<file path="src/rtl/bsd_pkg.sv">
// ----------------------------------------------------------------------------
// bsd_pkg
// Shared codes, widths and reset values for the battery status debouncer.
// ----------------------------------------------------------------------------
package bsd_pkg;

	localparam int unsigned CfgIdxW  = 3;
	localparam int unsigned CfgDataW = 16;

	// register indexes
	localparam logic [CfgIdxW-1:0] CFG_STATUS_PERIOD = 3'd0;
	localparam logic [CfgIdxW-1:0] CFG_FULL_PERIOD   = 3'd1;
	localparam logic [CfgIdxW-1:0] CFG_DEBOUNCE      = 3'd2;
	localparam logic [CfgIdxW-1:0] CFG_TICKS_PER_SEC = 3'd3;
	localparam logic [CfgIdxW-1:0] CFG_DIE_SECONDS   = 3'd4;

	// register reset values
	localparam logic [15:0] RST_STATUS_PERIOD = 16'd100;
	localparam logic [15:0] RST_FULL_PERIOD   = 16'd100;
	localparam logic [7:0]  RST_DEBOUNCE      = 8'd10;
	localparam logic [9:0]  RST_TICKS_PER_SEC = 10'd1000;
	localparam logic [7:0]  RST_DIE_SECONDS   = 8'd105;

	// request codes
	localparam logic [1:0] REQ_TICK = 2'd0;
	localparam logic [1:0] REQ_EVAL = 2'd1;
	localparam logic [1:0] REQ_INIT = 2'd2;

	// battery status codes
	localparam logic [1:0] ST_DIE  = 2'd0;
	localparam logic [1:0] ST_LOW  = 2'd1;
	localparam logic [1:0] ST_NOR  = 2'd2;
	localparam logic [1:0] ST_FULL = 2'd3;

	typedef struct packed {
		logic [1:0] battery_status;
		logic       voltage_low;
		logic       battery_full;
		logic       shutdown_pending;
	} result_t;

	function automatic logic [7:0] inc_sat8(input logic [7:0] v);
		return (v == 8'hFF) ? v : v + 8'd1;
	endfunction

endpackage

</file>
<file path="src/rtl/battery_status_debouncer_unit.sv">
// ----------------------------------------------------------------------------
// battery_status_debouncer_unit
// Debounces a low-voltage comparator bit and a charger-full pin into a
// battery state, with a low-battery shutdown timer.
// ----------------------------------------------------------------------------
// Usage:
//   Input channel (in_valid/in_ready) carries one request per transfer:
//   a tick, an evaluate of the current samples, or a power-up init.
//   Every request produces exactly one result transfer on the output
//   channel (out_valid/out_ready) showing the state after that request.
//   Configuration writes (cfg_valid/cfg_ready, cfg_index, cfg_data) are
//   always taken; indexes past the register list are ignored. Write them
//   only while no request is in flight.
// Latency and throughput:
//   The state update is one pass of logic on the accepted request; the
//   result is registered into the output queue and shown once it reaches
//   the head. One request per cycle is sustained while in_ready is high.
// Reset:
//   arst_n clears all counters, flags and the state (die) and loads the
//   register defaults; the output queue is empty.
// Stall:
//   A two-entry result queue sits on the output. With the receiver
//   stalled the block still takes one more request; in_ready drops only
//   when both entries hold results.
// ----------------------------------------------------------------------------
module battery_status_debouncer_unit (
	input  logic                          clk,
	input  logic                          arst_n,
	// configuration write channel
	input  logic                          cfg_valid,
	output logic                          cfg_ready,
	input  logic [bsd_pkg::CfgIdxW-1:0]   cfg_index,
	input  logic [bsd_pkg::CfgDataW-1:0]  cfg_data,
	// request channel
	input  logic                          in_valid,
	output logic                          in_ready,
	input  logic [1:0]                    req_type,
	input  logic                          lvd_below,
	input  logic                          charge_full_pin,
	input  logic                          charging,
	input  logic                          power_off,
	// result channel
	output logic                          out_valid,
	input  logic                          out_ready,
	output logic [1:0]                    battery_status,
	output logic                          voltage_low,
	output logic                          battery_full,
	output logic                          shutdown_pending
);
	import bsd_pkg::*;

	// configuration registers
	logic [15:0] status_period_q, full_period_q;
	logic [7:0]  debounce_limit_q, die_seconds_q;
	logic [9:0]  ticks_per_second_q;

	// battery state
	logic [1:0]  status_q;
	logic [15:0] status_tick_q, full_tick_q;
	logic [7:0]  full_cnt_status_q, low_cnt_status_q, normal_cnt_status_q;
	logic        lvd_low_q;
	logic [7:0]  lvd_below_cnt_q, lvd_above_cnt_q;
	logic [9:0]  die_tick_q;
	logic [7:0]  die_second_q;
	logic        die_done_q;
	logic [7:0]  full_on_cnt_q, full_off_cnt_q;
	logic        full_flag_q;

	// next-state values
	logic [1:0]  status_d;
	logic [15:0] status_tick_d, full_tick_d;
	logic [7:0]  full_cnt_status_d, low_cnt_status_d, normal_cnt_status_d;
	logic        lvd_low_d;
	logic [7:0]  lvd_below_cnt_d, lvd_above_cnt_d;
	logic [9:0]  die_tick_d;
	logic [7:0]  die_second_d;
	logic        die_done_d;
	logic [7:0]  full_on_cnt_d, full_off_cnt_d;
	logic        full_flag_d;

	// output queue: head is shown on the ports, tail is the skid entry
	result_t head_q, tail_q, result_d;
	logic    head_valid_q, tail_valid_q;

	logic push, pop;

	assign cfg_ready = 1'b1;
	assign in_ready  = !tail_valid_q;
	assign push      = in_valid && in_ready;
	assign pop       = head_valid_q && out_ready;

	always_ff @(posedge clk or negedge arst_n) begin
		if (!arst_n) begin
			status_period_q    <= RST_STATUS_PERIOD;
			full_period_q      <= RST_FULL_PERIOD;
			debounce_limit_q   <= RST_DEBOUNCE;
			ticks_per_second_q <= RST_TICKS_PER_SEC;
			die_seconds_q      <= RST_DIE_SECONDS;
		end else if (cfg_valid) begin
			case (cfg_index)
				CFG_STATUS_PERIOD: status_period_q    <= cfg_data;
				CFG_FULL_PERIOD:   full_period_q      <= cfg_data;
				CFG_DEBOUNCE:      debounce_limit_q   <= cfg_data[7:0];
				CFG_TICKS_PER_SEC: ticks_per_second_q <= cfg_data[9:0];
				CFG_DIE_SECONDS:   die_seconds_q      <= cfg_data[7:0];
				default: ;
			endcase
		end
	end

	// one pass of request logic
	always_comb begin
		logic sample;

		status_d            = status_q;
		status_tick_d       = status_tick_q;
		full_tick_d         = full_tick_q;
		full_cnt_status_d   = full_cnt_status_q;
		low_cnt_status_d    = low_cnt_status_q;
		normal_cnt_status_d = normal_cnt_status_q;
		lvd_low_d           = lvd_low_q;
		lvd_below_cnt_d     = lvd_below_cnt_q;
		lvd_above_cnt_d     = lvd_above_cnt_q;
		die_tick_d          = die_tick_q;
		die_second_d        = die_second_q;
		die_done_d          = die_done_q;
		full_on_cnt_d       = full_on_cnt_q;
		full_off_cnt_d      = full_off_cnt_q;
		full_flag_d         = full_flag_q;
		sample              = charge_full_pin && charging;

		case (req_type)
			REQ_TICK: begin
				// shutdown timer runs only in the low state
				if (status_q == ST_LOW) begin
					if (die_tick_q < ticks_per_second_q) begin
						die_tick_d = die_tick_q + 10'd1;
					end else begin
						die_tick_d = '0;
						if (die_second_q < die_seconds_q) begin
							die_second_d = die_second_q + 8'd1;
						end else begin
							die_second_d = '0;
							die_done_d   = 1'b1;
						end
					end
				end
				if (status_tick_q < status_period_q)
					status_tick_d = status_tick_q + 16'd1;
				if (full_tick_q < full_period_q)
					full_tick_d = full_tick_q + 16'd1;
			end
			REQ_EVAL: begin
				// charger full pin, only once its period has elapsed
				if (full_tick_q >= full_period_q) begin
					full_tick_d = '0;
					if (sample) begin
						full_off_cnt_d = '0;
						full_on_cnt_d  = inc_sat8(full_on_cnt_q);
						if (full_on_cnt_d > debounce_limit_q) begin
							full_on_cnt_d = '0;
							full_flag_d   = 1'b1;
						end
					end else begin
						full_on_cnt_d  = '0;
						full_off_cnt_d = inc_sat8(full_off_cnt_q);
						if (full_off_cnt_d > debounce_limit_q) begin
							full_off_cnt_d = '0;
							full_flag_d    = 1'b0;
						end
					end
				end

				// comparator is ignored while full
				if (!full_flag_d) begin
					if (lvd_below) begin
						lvd_above_cnt_d = '0;
						lvd_below_cnt_d = inc_sat8(lvd_below_cnt_q);
						if (lvd_below_cnt_d > debounce_limit_q) begin
							lvd_below_cnt_d = '0;
							lvd_low_d       = 1'b1;
						end
					end else begin
						lvd_below_cnt_d = '0;
						lvd_above_cnt_d = inc_sat8(lvd_above_cnt_q);
						if (lvd_above_cnt_d > debounce_limit_q) begin
							lvd_above_cnt_d = '0;
							lvd_low_d       = 1'b0;
						end
					end
				end else begin
					lvd_below_cnt_d = '0;
					lvd_above_cnt_d = '0;
				end

				// status judge
				if (power_off) begin
					die_tick_d   = '0;
					die_second_d = '0;
					die_done_d   = 1'b0;
				end
				if (status_tick_q >= status_period_q) begin
					status_tick_d = '0;
					if (full_flag_d) begin
						low_cnt_status_d    = '0;
						normal_cnt_status_d = '0;
						full_cnt_status_d   = inc_sat8(full_cnt_status_q);
						if (full_cnt_status_d > debounce_limit_q) begin
							full_cnt_status_d = '0;
							status_d          = ST_FULL;
						end
						die_tick_d   = '0;
						die_second_d = '0;
						die_done_d   = 1'b0;
					end else if (lvd_low_d) begin
						full_cnt_status_d   = '0;
						normal_cnt_status_d = '0;
						low_cnt_status_d    = inc_sat8(low_cnt_status_q);
						if (low_cnt_status_d > debounce_limit_q) begin
							low_cnt_status_d = '0;
							status_d         = ST_LOW;
						end
						// elapsed shutdown timer overrides the low state
						if (die_done_d)
							status_d = ST_DIE;
					end else begin
						full_cnt_status_d   = '0;
						low_cnt_status_d    = '0;
						normal_cnt_status_d = inc_sat8(normal_cnt_status_q);
						if (normal_cnt_status_d > debounce_limit_q) begin
							normal_cnt_status_d = '0;
							status_d            = ST_NOR;
							die_tick_d          = '0;
							die_second_d        = '0;
							die_done_d          = 1'b0;
						end
					end
				end
			end
			REQ_INIT: begin
				status_d = lvd_below ? ST_DIE : ST_NOR;
			end
			default: ;
		endcase

		result_d.battery_status   = status_d;
		result_d.voltage_low      = lvd_low_d;
		result_d.battery_full     = full_flag_d;
		result_d.shutdown_pending = die_done_d;
	end

	always_ff @(posedge clk or negedge arst_n) begin
		if (!arst_n) begin
			status_q            <= ST_DIE;
			status_tick_q       <= '0;
			full_tick_q         <= '0;
			full_cnt_status_q   <= '0;
			low_cnt_status_q    <= '0;
			normal_cnt_status_q <= '0;
			lvd_low_q           <= 1'b0;
			lvd_below_cnt_q     <= '0;
			lvd_above_cnt_q     <= '0;
			die_tick_q          <= '0;
			die_second_q        <= '0;
			die_done_q          <= 1'b0;
			full_on_cnt_q       <= '0;
			full_off_cnt_q      <= '0;
			full_flag_q         <= 1'b0;
		end else if (push) begin
			status_q            <= status_d;
			status_tick_q       <= status_tick_d;
			full_tick_q         <= full_tick_d;
			full_cnt_status_q   <= full_cnt_status_d;
			low_cnt_status_q    <= low_cnt_status_d;
			normal_cnt_status_q <= normal_cnt_status_d;
			lvd_low_q           <= lvd_low_d;
			lvd_below_cnt_q     <= lvd_below_cnt_d;
			lvd_above_cnt_q     <= lvd_above_cnt_d;
			die_tick_q          <= die_tick_d;
			die_second_q        <= die_second_d;
			die_done_q          <= die_done_d;
			full_on_cnt_q       <= full_on_cnt_d;
			full_off_cnt_q      <= full_off_cnt_d;
			full_flag_q         <= full_flag_d;
		end
	end

	// two-entry result queue
	always_ff @(posedge clk or negedge arst_n) begin
		if (!arst_n) begin
			head_valid_q <= 1'b0;
			tail_valid_q <= 1'b0;
		end else if (pop) begin
			if (tail_valid_q) begin
				tail_valid_q <= 1'b0;
			end else begin
				head_valid_q <= push;
			end
		end else if (push) begin
			if (!head_valid_q) begin
				head_valid_q <= 1'b1;
			end else begin
				tail_valid_q <= 1'b1;
			end
		end
	end

	always_ff @(posedge clk) begin
		if (pop) begin
			if (tail_valid_q) begin
				head_q <= tail_q;
			end else if (push) begin
				head_q <= result_d;
			end
		end else if (push) begin
			if (!head_valid_q) begin
				head_q <= result_d;
			end else begin
				tail_q <= result_d;
			end
		end
	end

	assign out_valid        = head_valid_q;
	assign battery_status   = head_q.battery_status;
	assign voltage_low      = head_q.voltage_low;
	assign battery_full     = head_q.battery_full;
	assign shutdown_pending = head_q.shutdown_pending;

endmodule
</file>
<file path="config.mk">
export PLATFORM = sky130hd
export DESIGN_NAME = battery_status_debouncer_unit
export DESIGN_NICKNAME = d
export VERILOG_FILES = /design/src/rtl/bsd_pkg.sv /design/src/rtl/battery_status_debouncer_unit.sv
export SDC_FILE = /design/constraint.sdc
export NUM_CORES = 1
export LEC_CHECK = 0
export ABC_AREA = 0
export BUFFER_PORTS_ARGS = -buffer_cell sky130_fd_sc_hd__buf_2
export CAP_MARGIN = 25
export CORE_MARGIN = 4
export CORE_UTILIZATION = 23
export DETAILED_ROUTE_END_ITERATION = 6
export PLACE_DENSITY = 0.49
export SYNTH_ARGS = -nofsm -noshare
export SYNTH_HDL_FRONTEND = slang
export SYNTH_SLANG_ARGS = --single-unit
</file>
<file path="constraint.sdc">
create_clock -name clk -period 7.45 [get_ports clk]
set_input_delay 0.745 -clock clk [delete_from_list [all_inputs] [get_ports clk]]
set_output_delay 0.745 -clock clk [all_outputs]
set_load 0.005 [all_outputs]
</file>
==> impl_results.md, run 1 <==
* Post-synthesis instance area at 11750 um2
* Pins Over Slew Limit at 0
* Die W at 234 um
* Global route overflow at 0
* Die Height at 234 um
* Clock sinks at 181
* EDFF count, synth at 10
* Power density cells at 245.2 nW/um2
* Post-cts resize count at 0
* Mapped Nets at 1421
* Arrival @ worst endpoint at 4400 ps
* Worst Reg-to-Reg Cells at 14
* Site Rows at 82
* FFs w/ async S/R, synth at 0.9448
* Worst Setup End Kind: flop
* Initial Util at 0.2332
* GRT Overall Usage at 0.1199
* Register area share after synthesis at 0.3917
* Final worst setup slack at 3244 ps
* FF-to-FF Start: full_off_cnt_q[0]
* DP HPWL at 22.86 mm
* Share of the synthesized area in the top cell type at 0.3259
* Tcrit/Tclk final at 0.5645
* Post-route cell area at 13360 um2
* Reg2Reg Capture Point: battery_status[0]
* Rel. slew slack at 0.3633
* Final Setup Violations at 0
* Area leader, netlist: dfrtp_1
* Final Skew at 12.49 ps
* Nets at 1457
* TritonCTS clock tree: done
* Gpl congestion at 0.8194
* IO buf count at 36
* Synth unique cells at 77
* Share of layout cells above drive strength 1 at 0.1218
* Placed inst area at 12760 um2
* RSZ-0062 raised after global routing: false
* Ports at 38
* Clk slew on worst S/H paths at 70 ps
* Largest net degree at the start of global routing at 80
* Vias post-DR at 9499
* Critical path required time at 7640 ps
* Reg-to-reg slack, setup at 3240 ps
* Initial antenna violation count at 0
* Maxcap violations at 0
* Post-Synthesis Cells at 1273
* Yosys reg bits at 181
* Hold slack at 318.1 ps
* Setup Buffers After CTS at 0
* Area grow syn2layout at 13.74%
* Startpoint Class: flop
* Final Hold Fails at 0
* WL/cell at 15.82 um
* Worst Tran Pin Value at 952.7 ps
* CTS Buffer Depth at 2
* CP Class: flop to flop
* Die area at 54760 um2
* TritonRoute pass-1 iters at 5
* # hold bufs at CTS at 0
* Leak Pwr at 0.005802 uW
* Number of synthesis warnings at 0
* Synthesized area per cell at 9.228 um2
* Post-route antenna net violation count at 0
* CP Max Fanout at 13
* Top post-synthesis cells by area: dfrtp_1, ha_1, o21ai_0, nand2_1, dfstp_2
* Clock Root Buffer: clkbuf_16
* Routed vias/inst at 4.759
* Main synth FF type: dfrtp_1
* CTS buffer count at 17
* DR iter-0 viols at 702
* HP Class: primary input to asynchronous set/reset pin
* Outcome: complete, no violations
* Tmin final at 4206 ps
* Global-route wire length before repair at 51.58 mm
* Worst vdd ir at 0.1482 mV
* Clk_lat worst skew at 460 ps
* Vias in the first global route at 9341
* Fmax at 237.8 MHz
* Post-Route WL at 31.58 mm
* H-tree depth at 4
* DP Worst Slack at 3234 ps
* Setup_tns at 0 ps
* # DRC at 0
* Core area at 50380 um2
layout make-up:
| class | count | area [um2] |
|---|---|---|
| diodes | 2 | 5.005 |
| clock buffers | 17 | 425.4 |
| clock inverters | 15 | 143.9 |
| fillers | 5301 | 37010 |
| inverters | 83 | 311.5 |
| multi-input cells | 975 | 6726 |
| flip-flops and latches | 181 | 4602 |
| well taps | 672 | 840.8 |
| repair buffers | 51 | 306.5 |
registers in the layout (all words and copies together), names as in the netlist, 5 cells and up:
name and cells:
die_second_q 8, ticks_per_second_q 10, full_on_cnt_q 8, low_cnt_status_q 8
status_period_q 16, die_tick_q 10, lvd_below_cnt_q 8, die_seconds_q 8
full_off_cnt_q 8, lvd_above_cnt_q 8, full_cnt_status_q 8, full_tick_q 16
normal_cnt_status_q 8, debounce_limit_q 8, tail_q 5, full_period_q 16
status_tick_q 16
per-layer routing:
| layer | routed length (um) | part of all wire | GRT usage | vias to the layer above |
|---|---|---|---|---|
| met5 | 0 | 0 | 0 | - |
| li1 | - | - | - | 4766 |
| met2 | 14540 | 0.46 | 0.1921 | 154 |
| met4 | 300 | 0.0095 | 0.03119 | 0 |
| met3 | 1049 | 0.033 | 0.02296 | 20 |
| met1 | 15700 | 0.50 | 0.1662 | 4559 |
placed cells by master, fill, tap and decap left out, drive strengths merged, types with 11 or more instances in the layout:
cell type  netlist  layout
xnor2           26      26
ha             118     118
and3            24      24
nand3           56      56
nor2            69      69
dfrtp          153     153
o31ai           15      15
dfstp           18      18
a22o            32      32
o21ai          116     116
a21oi           79      79
a32o            14      14
nor2b           11      11
nand2b          11      11
nand2          139     139
buf              5      50
clkbuf          29      18
inv             83      89
nand4           31      31
a21o            25      25
o21a            17      17
nor3            33      33
mux2            29      29
how the worst max path moves through the flow:
stage                       start                 to  depth (start not counted)
4_1_cts         full_off_cnt_q[0]  battery_status[0]                         14
3_3_place_gp    full_off_cnt_q[0]  battery_status[0]                         14
2_1_floorplan  lvd_below_cnt_q[0]  battery_status[0]                         16
3_5_place_dp    full_off_cnt_q[0]  battery_status[0]                         14
6_report        full_off_cnt_q[0]  battery_status[0]                         14
5_1_grt         full_off_cnt_q[0]  battery_status[0]                         14
metrics by stage:
stage	std cells	total power, uW	util
after floorplan	1273	2052	-
after global placement	1959	2366	0.2532
after detailed placement	1960	2401	0.2534
after CTS	1992	3323	0.2647
after global routing	1994	3543	0.2651
final	1996	3277	0.2652
cell families after synthesis:
family                   after synthesis  share of synthesized area
adder cells (fa/ha/maj)              118                     0.1257
AND/OR/NAND/NOR                      432                     0.1875
other                                  1                  0.0003192
flip-flops                           181                     0.3917
multiplexers                          33                    0.03121
buffers and inverters                117                    0.03856
XOR/XNOR                              32                    0.02386
AO/OA/AOI/OAI                        359                     0.2012
synthesized netlist by cell type (23+ instances only):
library cell / instances
o21ai_0: 108
ha_1: 118
dfrtp_1: 153
inv_1: 83
xnor2_1: 26
a21oi_1: 79
nand4_1: 30
mux2_2: 29
a22o_1: 32
nand3_1: 56
nor3_1: 32
nand2_1: 139
a21o_1: 25
nor2_1: 69
clkbuf_1: 29
and3_1: 23
report_power, final:
part           switching [uW]  internal [uW]
Clock                     456            442
Sequential                162           1180
Combinational             612            428
worst max-delay path, stage by stage, from the launching register on:
cell	delay [ps]
dfrtp_1	400
ha_1	220
nand2_1	110
nor2_1	150
nand3_1	200
mux2_2	340
ha_1	280
nor2b_1	130
o211ai_1	160
a21oi_1	80
o21ai_0	380
o21a_1	560
o21ai_1	440
a311oi_1	390
a311oi_1	70
No activity file was read; power rests on OpenSTA's default activity.
==> inputs of run 2 (changes only) <==
==> constraint.sdc (replaced) <==
create_clock -name clk -period 3.9 [get_ports clk]
set_input_delay 0.39 -clock clk [delete_from_list [all_inputs] [get_ports clk]]
set_output_delay 0.39 -clock clk [all_outputs]
set_load 0.005 [all_outputs]
==> impl_results.md, run 2 (synthesis gave the netlist of run 1 again) <==
* Switching pwr at 2305 uW
* CTS buffer count at 17
* Hold slack at -15.89 ps
* TritonRoute pass-1 iters at 5
* Pins Over Slew Limit at 0
* # DRC at 0
* Gpl congestion at 0.8042
* Placed insts at 1978
* GRT Overall Usage at 0.1191
* Fmax at 269.3 MHz
* Final Skew at 12.81 ps
* Vias post-DR at 9629
* Clk_lat worst skew at 460 ps
* Clock Root Buffer: clkbuf_16
* Post-route cell area at 13620 um2
* Crit-path max cell delay at 420 ps
* Site Rows at 82
* Tmin final at 3713 ps
* Final Hold Fails at 13
* CTS Buffer Depth at 2
* Crit path max-delay family: compound AO/OA/AOI/OAI gates
* Die area at 54760 um2
* Core area at 50380 um2
* Leak Pwr at 0.005936 uW
* Global route overflow at 0
* Final Setup Violations at 0
* Maxcap violations at 0
* IO buf count at 36
* Worst Tran Pin Value at 1026 ps
* Ports at 38
* Tcrit/Tclk final at 0.9520
* Clock share of power at 0.273
* # hold bufs at CTS at 0
* Worst vdd ir at 0.3098 mV
* Worst Setup End Kind: flop
* Most common cell after layout, fill and taps aside: dfrtp_1
* Register area at 4606 um2
* Routed vias/inst at 4.774
* Final Util at 0.2705
* Arrival @ worst endpoint at 3900 ps
* Clock sinks at 181
* Total power at 6282 uW
* Violated checks: hold timing
* TritonCTS clock tree: done
* Vias in the first global route at 9467
* Clk slew on worst S/H paths at 70 ps
* Post-route antenna net violation count at 0
* Nets at 1480
* DP HPWL at 23.04 mm
* Sw Share at 0.3670
* Power density cells at 461.1 nW/um2
* H-tree depth at 4
* Area grow syn2layout at 15.98%
* Startpoint Class: flop
* Die W at 234 um
* Fillers at 5311
* Die Height at 234 um
* Critical path required time at 4090 ps
* Sequential fraction of design power at 0.408
* Placed inst area at 12910 um2
* WL/cell at 15.70 um
* Outcome: finished with violations
* Commonest cells after routing, fill and taps aside: dfrtp_1, nand2_1, ha_1, o21ai_0, inv_1
* Comb power frac at 0.319
* CP cell instances: ha_1, nand2_2, nor2_2, and3_2, nor2_2, nand3_1, xnor2_2, ha_1, a21oi_1, o21ai_0, nor3b_1, a211o_1, and2_2, a211o_1, a311oi_2, a311oi_1
* Rel. slew slack at 0.3163
* CP Class: flop to flop
* Largest net degree at the start of global routing at 86
* CP max-delay cell: dfrtp_1
* CP Max Fanout at 5
* Global-route wire length before repair at 51.51 mm
* Final Non-Filler Cells at 2017
* Setup_tns at 0 ps
* HP Class: primary input to asynchronous set/reset pin
* Multi-input combinational cell area at 6823 um2
* # diodes at 0
* Post-Route WL at 31.67 mm
* Internal power at 3977 uW
* DR iter-0 viols at 529
* Initial antenna violation count at 0
* Share of layout cells above drive strength 1 at 0.1569
* Buf/Inv on CP at 0
* Initial Util at 0.2332
-- run 2: changes by cell type in the layout (fill, tap and decap cells not counted), sizes merged --
cell,before,now
clkinv,7,5
buf,50,74
inv,89,88
clkinvlp,2,3
diode,2,0
bufinv,0,1
-- run 2: repair_timing --
item	4_1_cts	5_1_grt
endpoints found under the hold margin	0	0
endpoints found under the setup margin	0	40
setup buffers	0	7
resized for setup	0	31
-- run 2: stage by stage --
stage	worst slack, ps	hold slack (ps)
final	187.3	-15.89
after global routing	-11.08	57.85
after CTS	43.85	38.66
after detailed placement	82.20	493.4
after global placement	128.1	491.6
after floorplan	447.3	94.41
-- run 2: worst paths after layout --
kind / startpoint / end / slack [ps] / depth (start not counted)
max: lvd_below_cnt_q[1] / battery_status[0] / 190 / 16
min: arst_n / full_off_cnt_q[6] / -20 / 1
max reg2reg: lvd_below_cnt_q[1] / battery_status[0] / 190 / 16
min reg2reg: ticks_per_second_q[2] / ticks_per_second_q[2] / 510 / 1
max in group asynchronous: arst_n / status_period_q[15] / 3010 / 2
min in group clk: out_ready / tail_valid_q / 130 / 2
-- run 2: layout make-up --
cell class / instances / share of cell area
repair buffers: 74 / 0.03582
multi-input cells: 975 / 0.5008
flip-flops and latches: 181 / 0.3380
clock inverters: 14 / 0.009275
well taps: 672 / 0.06171
inverters: 83 / 0.02287
clock buffers: 18 / 0.03150
-- run 2: layer usage --
layer  track usage  vias to the layer above  part of all wire
li1              -                     4791                 -
met1        0.1612                     4668              0.48
met2        0.1946                      147              0.47
met3       0.02466                       23             0.035
met4       0.03026                        0             0.012
met5             0                        -                 0
-- run 2: power groups by stage --
stage          registers (uW)  logic [uW]  clock network (uW)
3_5_place_dp             2600        2000                   0
3_3_place_gp             2590        1930                   0
2_1_floorplan            2490        1430                   0
6_report                 2560        2000                1720
4_1_cts                  2560        2010                1770
5_1_grt                  2620        2310                1850
